File: config.mk
export PLATFORM = sky130hd
export DESIGN_NAME = sce_div
export DESIGN_NICKNAME = d
export VERILOG_FILES = /design/src/rtl/sce_pkg.sv /design/src/rtl/sce_div.sv
export SDC_FILE = /design/constraint.sdc
export NUM_CORES = 2
export LEC_CHECK = 0
export BUFFER_PORTS_ARGS = -buffer_cell sky130_fd_sc_hd__buf_2
export CORE_MARGIN = 1
export CORE_UTILIZATION = 65
export DETAILED_ROUTE_END_ITERATION = 16
export PLACE_DENSITY = 0.82
export SETUP_SLACK_MARGIN = 0.1
export SYNTH_ARGS = -nofsm -noshare
export SYNTH_HDL_FRONTEND = slang
export SYNTH_SLANG_ARGS = --single-unit
File: constraint.sdc
create_clock -name clk -period 8.2 [get_ports clk]
set_input_delay 0.41 -clock clk [delete_from_list [all_inputs] [get_ports clk]]
set_output_delay 0.41 -clock clk [all_outputs]
set_load 0.03 [all_outputs]
File: src/rtl/sce_pkg.sv
// Shared constants and types of the strip cluster eta block.
`timescale 1ns / 1ps
`default_nettype none
package sce_pkg;

    localparam int LADDER_CHANNELS = 384;
    localparam int CH_W            = 9;
    localparam logic [CH_W-1:0] CH_LAST = CH_W'(LADDER_CHANNELS - 1);

    localparam int CNT_W  = 16;
    localparam int SIG_W  = 16;
    localparam int THR_W  = 16;
    localparam int SUM_W  = 18;
    localparam int SN_W   = 24;
    localparam int SNQ_W  = 29;
    localparam int SNS_W  = 31;
    localparam int Q_W    = 18;

    // Restoring divider geometry: dividend must stay below divisor << DIV_QW.
    localparam int DIV_QW = 28;
    localparam int DIV_DW = 18;
    localparam int DIV_NW = 34;

    localparam int PIPE_DEPTH = 3 + DIV_QW;

    localparam logic [Q_W-1:0] Q16_MAX = Q_W'(131072);
    localparam logic signed [SN_W-1:0] SN_MAX = 24'sh7FFFFF;
    localparam logic signed [SN_W-1:0] SN_MIN = 24'sh800000;

    localparam int CFG_IDX_W  = 1;
    localparam int CFG_DATA_W = 16;
    localparam logic [CFG_IDX_W-1:0] REG_SIDE_THRESHOLD = 1'd0;
    localparam logic [CFG_IDX_W-1:0] REG_ETA_MODE       = 1'd1;
    localparam logic [THR_W-1:0]     THR_RESET          = 16'd768;

    typedef struct packed {
        logic signed [CNT_W-1:0] cnt;
        logic signed [CNT_W-1:0] snc;
        logic [SIG_W-1:0]        sns;
        logic                    above;
    } sce_lane_t;

    typedef struct packed {
        logic                    mode;
        logic                    partner_left;
        logic signed [SUM_W-1:0] den;
        logic                    eta_ok;
        logic                    eta_sat;
        logic [1:0]              size;
        logic signed [SUM_W-1:0] above_sum;
        logic                    ctr_ok;
        logic                    ctr_sat;
    } sce_side_t;

endpackage
`default_nettype wire

File: src/rtl/sce_div.sv
// Pipelined restoring divider, one quotient bit per stage.
`timescale 1ns / 1ps
`default_nettype none
module sce_div (
    input  logic                          clk,
    input  logic                          en,
    input  logic [sce_pkg::DIV_NW-1:0]    dividend,
    input  logic [sce_pkg::DIV_DW-1:0]    divisor,
    output logic [sce_pkg::DIV_QW-1:0]    quotient
);
    localparam int QW = sce_pkg::DIV_QW;
    localparam int DW = sce_pkg::DIV_DW;
    localparam int NW = sce_pkg::DIV_NW;

    logic [DW-1:0] rem_reg [QW];
    logic [QW-1:0] dq_reg  [QW];
    logic [DW-1:0] d_reg   [QW];

    for (genvar j = 0; j < QW; j++) begin : g_step
        logic [DW-1:0] rem_in;
        logic [DW-1:0] d_in;
        logic [QW-1:0] dq_in;
        logic [DW:0]   trial;
        logic [DW+1:0] diff;
        logic          ge;

        if (j == 0) begin : g_first
            assign rem_in = {{(DW - (NW - QW)){1'b0}}, dividend[NW-1:QW]};
            assign dq_in  = dividend[QW-1:0];
            assign d_in   = divisor;
        end else begin : g_next
            assign rem_in = rem_reg[j-1];
            assign dq_in  = dq_reg[j-1];
            assign d_in   = d_reg[j-1];
        end

        assign trial = {rem_in, dq_in[QW-1]};
        assign diff  = {1'b0, trial} - {2'b00, d_in};
        assign ge    = ~diff[DW+1];

        always_ff @(posedge clk)
        begin
            if (en)
            begin
                rem_reg[j] <= ge ? diff[DW-1:0] : trial[DW-1:0];
                dq_reg[j]  <= {dq_in[QW-2:0], ge};
                d_reg[j]   <= d_in;
            end
        end
    end

    assign quotient = dq_reg[QW-1];
endmodule
`default_nettype wire

==> results.yml <==
placement:
  hpwl_mm: 96.33
  io_buffers: 81
  gp_congestion: 0.8758
  dp_slack_ns: 4.582
  dp_cells: 7549
global_routing:
  track_usage_pct: 24.10
  overflow: 0
  grt_max_degree: 193
  grt_pass1_vias: 47500
  grt_antenna_before_repair: 0
  grt_pass1_wl_mm: 242.3
logic_synthesis:
  ys_seq_area_share_pct: 65.45
  synth.distinct_cells: 103
  postSynth.asyncResetShare_pct: 0
  synth_area_um2: 80570
  yosysWarnings: 0
  synthCells: 5912
  synth.top_cell.area_share_pct: 65.45
  ys_dominant_reg_cell: "edfxtp_1"
  synth-edff-count: 1756
  netlist_top_cells_area: "edfxtp_1, ha_1, inv_1, a21oi_1, xnor2_1"
  yosysTopAreaCell: "edfxtp_1"
  synth_seq_cells: 1756
  postSynthAreaPerCell_um2: 13.63
floorplanning:
  initial_core_util_pct: 65.84
  die_x_um: 354.1
  die_y_um: 354.1
  die-area_um2: 125400
  fp-row-count: 128
  io_pins: 82
  core_area_um2: 122400
worst_setup_path:
  crit_slowest_cell: "o41ai_2"
  cpPeakStageDelay_ns: 0.59
  reg2reg_from: "rem_reg[0][54]$_DFFE_PP_"
  start_kind: "register"
  r2r_slack_ns: 4.34
  reg2regPathDepth: 10
  cp-end-kind: "register"
  worstPathArrival_ns: 4.41
  worstReg2RegEnd: "rem_reg[0][73]$_DFFE_PP_"
  path_cells: "ha_1 > nor2b_1 > o21ai_0 > a21boi_1 > o21ai_1 > o41ai_2 > a21oi_1 > o221ai_2 > buf_4 > mux2_2"
  critPathMaxFanout: 23
  critPathKind: "register to register"
  crit_required_ns: 8.75
drt:
  firstDrtPassIters: 9
  wl_mm: 150.0
  vias: 46710
  drcViolationCount: 0
  met3RoutedLength_mm: 6.878
  wl_met1_mm: 58.84
  wl_per_cell_um: 18.94
  highest_layer: "met4"
  drtAntennaViolNets: 0
  wl_met2_mm: 78.06
  drt_iter0_markers: 4136
  viasPerCell: 5.899
timing:
  whs_ns: 0.1139
  fin_worst_skew_ns: 0.04281
  setup_violations: 0
  finalCriticalPeriod_ns: 3.862
  rsz0062_at_grt: "no"
  relSlewSlack_pct: 22.32
  hold_viol: 0
  setup_slack_ns: 4.338
  period_share_pct: 47.10
  clock.fmax_mhz: 258.9
  worst_slew_pin_slew_ns: 1.165
  report.final.slew_viol_count: 0
  fin_setup_tns_ns: 0
layout:
  largest_register_ffs: 784
  fin_nets: 6726
  mostFrequentLayoutCell: "edfxtp_1"
  antenna_cells: 0
  fill_cells: 7600
  layout.cells.most_common_list: "edfxtp_1, inv_1, ha_1"
  areaGrowthSynthToFinish_pct: 10.25
  final_cells: 7918
  drive_gt1_share_pct: 8.660
  fin_util_pct: 72.59
hold_path:
  hold_path_class: "primary input to register"
  worst_hold_startpoint: "en"
  whs_endpoint: "dq_reg[0][15]$_DFFE_PP_"
  hold_depth: 1
clock_network:
  clock-root-buffer: "clkbuf_16"
  cts_made_buffers: 175
  clockBufferDepth: 3
  postCtsSetupRepairBufs: 0
  clock_sinks: 1756
  clock_latency_ns: 0.84
  cts_tree: "done"
  clkTransAtPathRegs_ns: 0.06
  htreeDepth: 4
power_and_ir_drop:
  p_per_area_nw_per_um2: 370.1
  ir_drop_mv: 0.2929
  p_leak_nw: 34.90
status:
  outcome: "complete, no violations"
run:
  cap_viol_max_count: 0
==> stage by stage <==
stage	power, W	area, µm²
4_1_cts	0.03292	88820
3_3_place_gp	0.02422	82730
3_5_place_dp	0.02478	82730
5_1_grt	0.03476	88820
6_report	0.03287	88820
2_1_floorplan	0.02216	80580
==> cell type report <==
cell class                      count  area [µm²]  share of cell area [%]
Sequential cell                  1756       52730                   59.37
Clock buffer                      214        4568                   5.143
Timing Repair Buffer              165        1306                   1.471
Multi-Input combinational cell   3427       24820                   27.94
Inverter                          628        2367                   2.665
Tap cell                         1625        2033                   2.289
Clock inverter                    103       997.2                   1.123
==> per-layer routing <==
metal  GRT usage (%)  vias to the layer above
li1                -                    22210
met4           10.70                        0
met1           29.03                    22590
met5               0                        -
met2           42.95                     1479
met3           3.526                      428
==> worst max path at each step <==
stage	start	endpoint	slack [ns]	depth (start not counted)
final	rem_reg[0][54]$_DFFE_PP_	rem_reg[0][73]$_DFFE_PP_	4.34	10
after global routing	rem_reg[0][54]$_DFFE_PP_	rem_reg[0][73]$_DFFE_PP_	4.08	10
after CTS	rem_reg[0][54]$_DFFE_PP_	rem_reg[0][73]$_DFFE_PP_	4.48	10
after detailed placement	rem_reg[0][54]$_DFFE_PP_	rem_reg[0][77]$_DFFE_PP_	4.58	10
after global placement	rem_reg[0][276]$_DFFE_PP_	rem_reg[1][0]$_DFFE_PP_	4.66	8
after floorplan	dq_reg[5][55]$_DFFE_PP_	rem_reg[0][232]$_DFFE_PP_	5.24	13
==> Yosys cell counts (8+ instances only) <==
cell type and number:
nand2b_1 50, buf_6 11, mux2_2 106, a31oi_1 21
a2111oi_0 10, o211ai_1 22, o31ai_1 31, inv_1 624
nand4_1 22, o21bai_1 37, nand3_1 73, buf_4 43
edfxtp_1 1756, a21oi_1 421, nand2_1 404, a211oi_1 50
clkbuf_1 26, mux2i_1 18, nor2_1 290, a41o_1 8
buf_2 16, a21o_1 162, ha_1 492, and2_1 15
nor2b_1 43, and3_1 29, xnor2_1 214, a22o_1 9
fa_1 27, mux2_4 8, xor2_1 146, nor3_1 67
o21ai_1 31, nand3b_1 8, a211o_1 17, o21a_1 40
o31a_1 10, o21ai_0 363, a21boi_0 8, o2111a_1 9
==> worst max-delay path, delay by kind of cell, from the launching register on <==
family                     cells  cell delay [ns]
adders and majority gates      1             0.34
DFF                            1             0.45
buffers and inverters          1             0.37
AOI/OAI and AO/OA              6             1.90
muxes                          1             0.38
and+or+nand+nor                1             0.15
==> logic make-up after synthesis <==
group	after synthesis	share of synthesized area, %
xor+xnor	360	3.914
mux	138	1.938
buf+inv	733	3.803
other cells	1	0.004655
fa+ha+maj	519	8.312
compound gates	1360	10.72
simple gates	1045	5.863
flops	1756	65.45
==> report_power, final <==
| group | total [W] | internal (W) | switching, W |
|---|---|---|---|
| Clock | 0.00782 | 0.00440 | 0.00342 |
| Sequential | 0.0134 | 0.0124 | 0.00102 |
| Combinational | 0.0116 | 0.00499 | 0.00661 |
| Total | 0.0329 | 0.0218 | 0.0110 |
==> timing repair <==
action                                  CTS  global route
endpoints found under the hold margin    58             0
hold buffers                             52             0
endpoints found under the setup margin    0             0
resized for setup                         0             0
No activity file was read; power rests on OpenSTA's default activity.
