**config.mk**
```make
export PLATFORM = sky130hd
export DESIGN_NAME = sce_lane
export DESIGN_NICKNAME = d
export VERILOG_FILES = /design/src/rtl/sce_pkg.sv /design/src/rtl/sce_div.sv /design/src/rtl/sce_lane.sv
export SDC_FILE = /design/constraint.sdc
export NUM_CORES = 2
export LEC_CHECK = 0
export BUFFER_PORTS_ARGS = -buffer_cell sky130_fd_sc_hd__buf_2
export CAP_MARGIN = 20
export CORE_ASPECT_RATIO = 0.5
export CORE_UTILIZATION = 30
export CTS_BUF_LIST = sky130_fd_sc_hd__clkbuf_4 sky130_fd_sc_hd__clkbuf_8
export DETAILED_ROUTE_END_ITERATION = 6
export PLACE_DENSITY_LB_ADDON = 0.3
export REMOVE_ABC_BUFFERS = 1
export SYNTH_ARGS = -nofsm -noshare
export SYNTH_HDL_FRONTEND = slang
export SYNTH_HIERARCHICAL = 1
export SYNTH_SLANG_ARGS = --single-unit
```
**constraint.sdc**
```tcl
create_clock -name clk -period 11.8 [get_ports clk]
set_input_delay 1.77 -clock clk [delete_from_list [all_inputs] [get_ports clk]]
set_output_delay 1.77 -clock clk [all_outputs]
set_load 0.01 [all_outputs]
```
**src/rtl/sce_pkg.sv**
```systemverilog
// Shared constants and types of the strip cluster eta block.
`timescale 1ns / 1ps
`default_nettype none
package sce_pkg;

    localparam int LADDER_CHANNELS = 384;
    localparam int CH_W            = 9;
    localparam logic [CH_W-1:0] CH_LAST = CH_W'(LADDER_CHANNELS - 1);

    localparam int CNT_W  = 16;
    localparam int SIG_W  = 16;
    localparam int THR_W  = 16;
    localparam int SUM_W  = 18;
    localparam int SN_W   = 24;
    localparam int SNQ_W  = 29;
    localparam int SNS_W  = 31;
    localparam int Q_W    = 18;

    // Restoring divider geometry: dividend must stay below divisor << DIV_QW.
    localparam int DIV_QW = 28;
    localparam int DIV_DW = 18;
    localparam int DIV_NW = 34;

    localparam int PIPE_DEPTH = 3 + DIV_QW;

    localparam logic [Q_W-1:0] Q16_MAX = Q_W'(131072);
    localparam logic signed [SN_W-1:0] SN_MAX = 24'sh7FFFFF;
    localparam logic signed [SN_W-1:0] SN_MIN = 24'sh800000;

    localparam int CFG_IDX_W  = 1;
    localparam int CFG_DATA_W = 16;
    localparam logic [CFG_IDX_W-1:0] REG_SIDE_THRESHOLD = 1'd0;
    localparam logic [CFG_IDX_W-1:0] REG_ETA_MODE       = 1'd1;
    localparam logic [THR_W-1:0]     THR_RESET          = 16'd768;

    typedef struct packed {
        logic signed [CNT_W-1:0] cnt;
        logic signed [CNT_W-1:0] snc;
        logic [SIG_W-1:0]        sns;
        logic                    above;
    } sce_lane_t;

    typedef struct packed {
        logic                    mode;
        logic                    partner_left;
        logic signed [SUM_W-1:0] den;
        logic                    eta_ok;
        logic                    eta_sat;
        logic [1:0]              size;
        logic signed [SUM_W-1:0] above_sum;
        logic                    ctr_ok;
        logic                    ctr_sat;
    } sce_side_t;

endpackage
`default_nettype wire

```
**src/rtl/sce_div.sv**
```systemverilog
// Pipelined restoring divider, one quotient bit per stage.
`timescale 1ns / 1ps
`default_nettype none
module sce_div (
    input  logic                          clk,
    input  logic                          en,
    input  logic [sce_pkg::DIV_NW-1:0]    dividend,
    input  logic [sce_pkg::DIV_DW-1:0]    divisor,
    output logic [sce_pkg::DIV_QW-1:0]    quotient
);
    localparam int QW = sce_pkg::DIV_QW;
    localparam int DW = sce_pkg::DIV_DW;
    localparam int NW = sce_pkg::DIV_NW;

    logic [DW-1:0] rem_reg [QW];
    logic [QW-1:0] dq_reg  [QW];
    logic [DW-1:0] d_reg   [QW];

    for (genvar j = 0; j < QW; j++) begin : g_step
        logic [DW-1:0] rem_in;
        logic [DW-1:0] d_in;
        logic [QW-1:0] dq_in;
        logic [DW:0]   trial;
        logic [DW+1:0] diff;
        logic          ge;

        if (j == 0) begin : g_first
            assign rem_in = {{(DW - (NW - QW)){1'b0}}, dividend[NW-1:QW]};
            assign dq_in  = dividend[QW-1:0];
            assign d_in   = divisor;
        end else begin : g_next
            assign rem_in = rem_reg[j-1];
            assign dq_in  = dq_reg[j-1];
            assign d_in   = d_reg[j-1];
        end

        assign trial = {rem_in, dq_in[QW-1]};
        assign diff  = {1'b0, trial} - {2'b00, d_in};
        assign ge    = ~diff[DW+1];

        always_ff @(posedge clk)
        begin
            if (en)
            begin
                rem_reg[j] <= ge ? diff[DW-1:0] : trial[DW-1:0];
                dq_reg[j]  <= {dq_in[QW-2:0], ge};
                d_reg[j]   <= d_in;
            end
        end
    end

    assign quotient = dq_reg[QW-1];
endmodule
`default_nettype wire

```
**src/rtl/sce_lane.sv**
```systemverilog
// One strip lane: absent and zero-sigma handling, threshold test, S/N quotient.
`timescale 1ns / 1ps
`default_nettype none
module sce_lane (
    input  logic                                clk,
    input  logic                                en,
    input  logic                                present,
    input  logic signed [sce_pkg::CNT_W-1:0]    count,
    input  logic [sce_pkg::SIG_W-1:0]           sigma,
    input  logic [sce_pkg::THR_W-1:0]           thr,
    output sce_pkg::sce_lane_t                  info,
    output logic signed [sce_pkg::SNQ_W-1:0]    snq
);
    localparam int QW = sce_pkg::DIV_QW;

    logic signed [sce_pkg::CNT_W-1:0] c;
    logic [sce_pkg::SIG_W-1:0]        s;
    logic signed [sce_pkg::CNT_W-1:0] snc;
    logic [sce_pkg::SIG_W-1:0]        sns;
    logic signed [27:0]               lhs;
    logic [31:0]                      rhs;
    logic [sce_pkg::CNT_W-1:0]        mag;
    logic [QW-1:0]                    q;

    sce_pkg::sce_lane_t                 info_reg;
    logic [sce_pkg::DIV_NW-1:0]         dvd_reg;
    logic [sce_pkg::DIV_DW-1:0]         dsr_reg;
    // Sign travels with the operand register and the divider stages.
    logic [QW:0]                        neg_reg;

    always_comb
    begin
        c   = present ? count : '0;
        s   = present ? sigma : '0;
        snc = (s == '0) ? '0 : c;
        sns = (s == '0) ? sce_pkg::SIG_W'(1) : s;
        lhs = {snc, 12'd0};
        rhs = thr * sns;
        mag = snc[sce_pkg::CNT_W-1] ? sce_pkg::CNT_W'(-snc) : sce_pkg::CNT_W'(snc);
    end

    always_ff @(posedge clk)
    begin
        if (en)
        begin
            info_reg.cnt   <= c;
            info_reg.snc   <= snc;
            info_reg.sns   <= sns;
            info_reg.above <= ($signed({{6{lhs[27]}}, lhs}) > $signed({2'b00, rhs}));
            dvd_reg        <= sce_pkg::DIV_NW'({mag, 12'd0});
            dsr_reg        <= sce_pkg::DIV_DW'(sns);
            neg_reg        <= {neg_reg[QW-1:0], snc[sce_pkg::CNT_W-1]};
        end
    end

    sce_div u_div (
        .clk      (clk),
        .en       (en),
        .dividend (dvd_reg),
        .divisor  (dsr_reg),
        .quotient (q)
    );

    assign info = info_reg;
    assign snq  = neg_reg[QW] ? -$signed({1'b0, q}) : $signed({1'b0, q});
endmodule
`default_nettype wire

```
==> results.py <==
metrics = {
    "yosys": {
        "avgSynthCellArea_sq_um": 12.90,
        "ys_ff_latch": 1848,
        "syn_area_sq_um": 94680,
        "synth_edf_count": 1848,
        "ys_seq_area_frac": 0.5861,
        "netlist_instances": 7338,
        "synth-async-reset-ratio": 0,
        "synth_cell_types": 100,
        "yosys_warnings": 6,
        "synth-main-ff-cell": "edfxtp_1",
    },
    "status": {
        "status": "complete, no violations",
    },
    "floorplan": {
        "rows": 145,
        "io_pins": 129,
        "die_h_microns": 399.2,
        "core_sq_um": 313100,
        "dieArea_sq_um": 318000,
        "initial_core_util": 0.3024,
        "die_w_microns": 796.5,
    },
    "clock_tree": {
        "cts_tree": "done",
        "clockBufferDepth": 4,
        "path_clk_slew_ns": 0.07,
        "htreeDepth": 5,
        "numClockSinks": 1848,
        "clock-root-buffer": "clkbuf_8",
        "clock_latency_ns": 0.94,
        "ctsResizeCount": 0,
        "ctsHoldBuffers": 0,
        "cts_setup_buffers": 0,
        "cts_made_buffers": 283,
    },
    "timing": {
        "rsz0062_at_grt": "no",
        "setup_viol": 0,
        "finalHoldViolCount": 0,
        "fin_crit_ns": 9.225,
        "fin_crit_sh": 0.7818,
        "slew_headroom": 0.3198,
        "worst_pin_slew_ns": 1.020,
        "layout_setup_ws_ns": 2.575,
        "slew_violations": 0,
        "fmax_mhz": 108.4,
        "clock_skew_ns": 0.06804,
        "fin_setup_tns_ns": 0,
    },
    "critical_path": {
        "critPathLaunchType": "input port",
        "setup.worst_path.end": "info[0]",
        "worstReg2RegEnd": "u_div/rem_reg[0][150]",
        "cp_data_arrival_time_ns": 9.89,
        "path_class": "in -> reg",
        "rr_worst_depth": 8,
        "cp_common_cell": "fa_1",
        "cp_slowest_stage_delay_ns": 0.82,
        "slowest_stage": "and2_0",
        "rr_startpoint": "u_div/rem_reg[0][126]",
        "end_kind": "register",
        "rrSetupSlack_ns": 8.09,
        "crit_start": "present",
        "cp_max_fo": 27,
        "cp.required_ns": 12.47,
    },
    "placement": {
        "dpl_worst_slack_ns": 1.655,
        "place_congestion": 0.8720,
        "port_buffers": 128,
        "dpl.hpwl_microns": 128100,
    },
    "layout": {
        "area_delta_synth_final_pct": 11.18,
        "drive_above_1_share": 0.1100,
        "largest_reg_flops": 784,
        "finalNetCount": 8532,
    },
    "detailed_routing": {
        "wl_per_cell_microns": 15.06,
        "drt-pass1-iter-count": 5,
        "totalWireLength_microns": 180900,
        "viasPerCell": 4.520,
        "route.vias.total": 54293,
        "ant_nets": 0,
        "drc": 0,
        "dr.first_iter.drc_count": 2770,
    },
    "global_route": {
        "grt.total_usage": 0.1109,
        "grt_pass1_vias": 55356,
        "grt_pass1_wl_microns": 288700,
        "grt_overflow": 0,
        "grt_max_degree": 165,
        "antenna_found_initial": 5,
    },
    "worst_hold_path": {
        "hp-class": "reg -> reg",
    },
    "power_and_ir_drop": {
        "power_per_cell_area_nw_per_um2": 233.5,
        "max-vdd-ir-drop_uv": 104.1,
        "p_leak_nw": 42.14,
    },
    "run": {
        "drv_cap": 0,
    },
}
## worst min-delay path by stage
stage / from / to / slack (ns) / depth (start not counted)
6_report: u_div/dq_reg[0][52] / u_div/dq_reg[1][25] / 0.39 / 0
5_1_grt: u_div/dq_reg[6][30] / u_div/dq_reg[7][3] / 0.38 / 0
4_1_cts: u_div/dq_reg[5][52] / u_div/dq_reg[6][25] / 0.38 / 0
3_5_place_dp: neg_reg[24] / neg_reg[25] / 0.40 / 0
3_3_place_gp: u_div/dq_reg[0][1] / u_div/dq_reg[0][30] / 0.40 / 0
2_1_floorplan: neg_reg[9] / neg_reg[10] / 0.40 / 0
## report_power, final
part	total [mW]	internal, mW	switching (mW)
registers	9.60	9.01	0.586
clock network	5.07	2.58	2.50
logic	9.91	4.44	5.47
## routing by layer
layer,global-route usage,wire (microns),vias up
met3,0.02176,7493,382
met5,0,0,-
met4,0.04009,6036,0
met1,0.1348,80000,26047
met2,0.1960,87340,887
li1,-,-,26977
## synthesized netlist by cell type (41+ instances only)
cell type,count,share of area
nor2b_1,50,0.0033
nor3_1,54,0.0029
o21ai_0,332,0.018
a21oi_1,439,0.023
nand4_1,41,0.0027
mux2_2,187,0.022
nor2_1,330,0.013
xnor2_1,260,0.024
and2_1,42,0.0028
inv_1,933,0.037
ha_1,616,0.081
nand3_1,80,0.0042
and3_1,146,0.0096
o21bai_1,59,0.0047
clkbuf_1,113,0.0045
edfxtp_1,1848,0.59
xor2_1,167,0.015
fa_1,221,0.047
a31oi_1,43,0.0028
a21o_1,194,0.015
o21a_1,42,0.0033
nand2_1,515,0.020
## cell usage in the layout (no fill, tap or decap), types with 16 or more instances in the layout
cell type and instances:
and3_1 146, mux2_2 187, o21a_1 42, buf_2 127, nand3_1 80, buf_4 39
o21ai_0 331, nor2_1 330, nand4_1 41, nand2_1 515, fa_1 221, xor2_1 167
a31oi_1 43, nor3_1 54, clkbuf_4 80, a21o_1 194, o21ai_1 21, mux2i_1 23
clkbuf_8 291, nand2b_1 40, o211ai_1 37, a211oi_1 32, mux2_1 28, and2_1 42
ha_1 616, o21bai_1 59, edfxtp_1 1848, clkinv_2 19, a31o_2 20, o31ai_1 38
inv_1 933, a21oi_1 436, conb_1 34, clkinv_1 52, o2111ai_1 16, xnor2_1 260
nor2b_1 50
## final cells by class
class,count,area [sq um]
fill,30941,207900
sequential,1848,55490
multi-input combinational,4407,34900
tap,4189,5241
clock buffer,371,4606
inverter,933,3502
timing repair buffer,171,1028
clock inverter,88,488.0
antenna,5,12.51
## critical path, delay by kind of cell
| kind | cells | cell delay [ns] |
|---|---|---|
| multiplexers | 1 | 0.37 |
| AO/OA/AOI/OAI | 5 | 1.35 |
| buffers and inverters | 6 | 0.63 |
| XOR/XNOR | 1 | 0.16 |
| AND/OR/NAND/NOR | 9 | 1.90 |
| adder cells (fa/ha/maj) | 8 | 3.70 |
## stage by stage
| stage | area [sq um] | instances | util | hold slack [ns] | power (mW) |
|---|---|---|---|---|---|
| 4_1_cts | 105300 | 12007 | 0.3361 | 0.3778 | 24.94 |
| 3_5_place_dp | 100200 | 11548 | 0.3199 | 0.4045 | 19.63 |
| 6_report | 105300 | 12012 | 0.3362 | 0.3863 | 24.58 |
| 2_1_floorplan | 93870 | 7188 | - | 0.4003 | 17.24 |
| 5_1_grt | 105300 | 12011 | 0.3362 | 0.3803 | 26.51 |
| 3_3_place_gp | 100200 | 11548 | 0.3199 | 0.4004 | 19.52 |
## cells by family after synthesis
family,after synthesis,synth area share
AO/OA/AOI/OAI,1472,0.1003
XOR/XNOR,427,0.03950
adder cells (fa/ha/maj),837,0.1281
buffers and inverters,1115,0.04687
flip-flops,1848,0.5861
multiplexers,253,0.03038
other,2,0.00007932
AND/OR/NAND/NOR,1384,0.06859
Note: power is estimated with default switching activity, not from simulation.
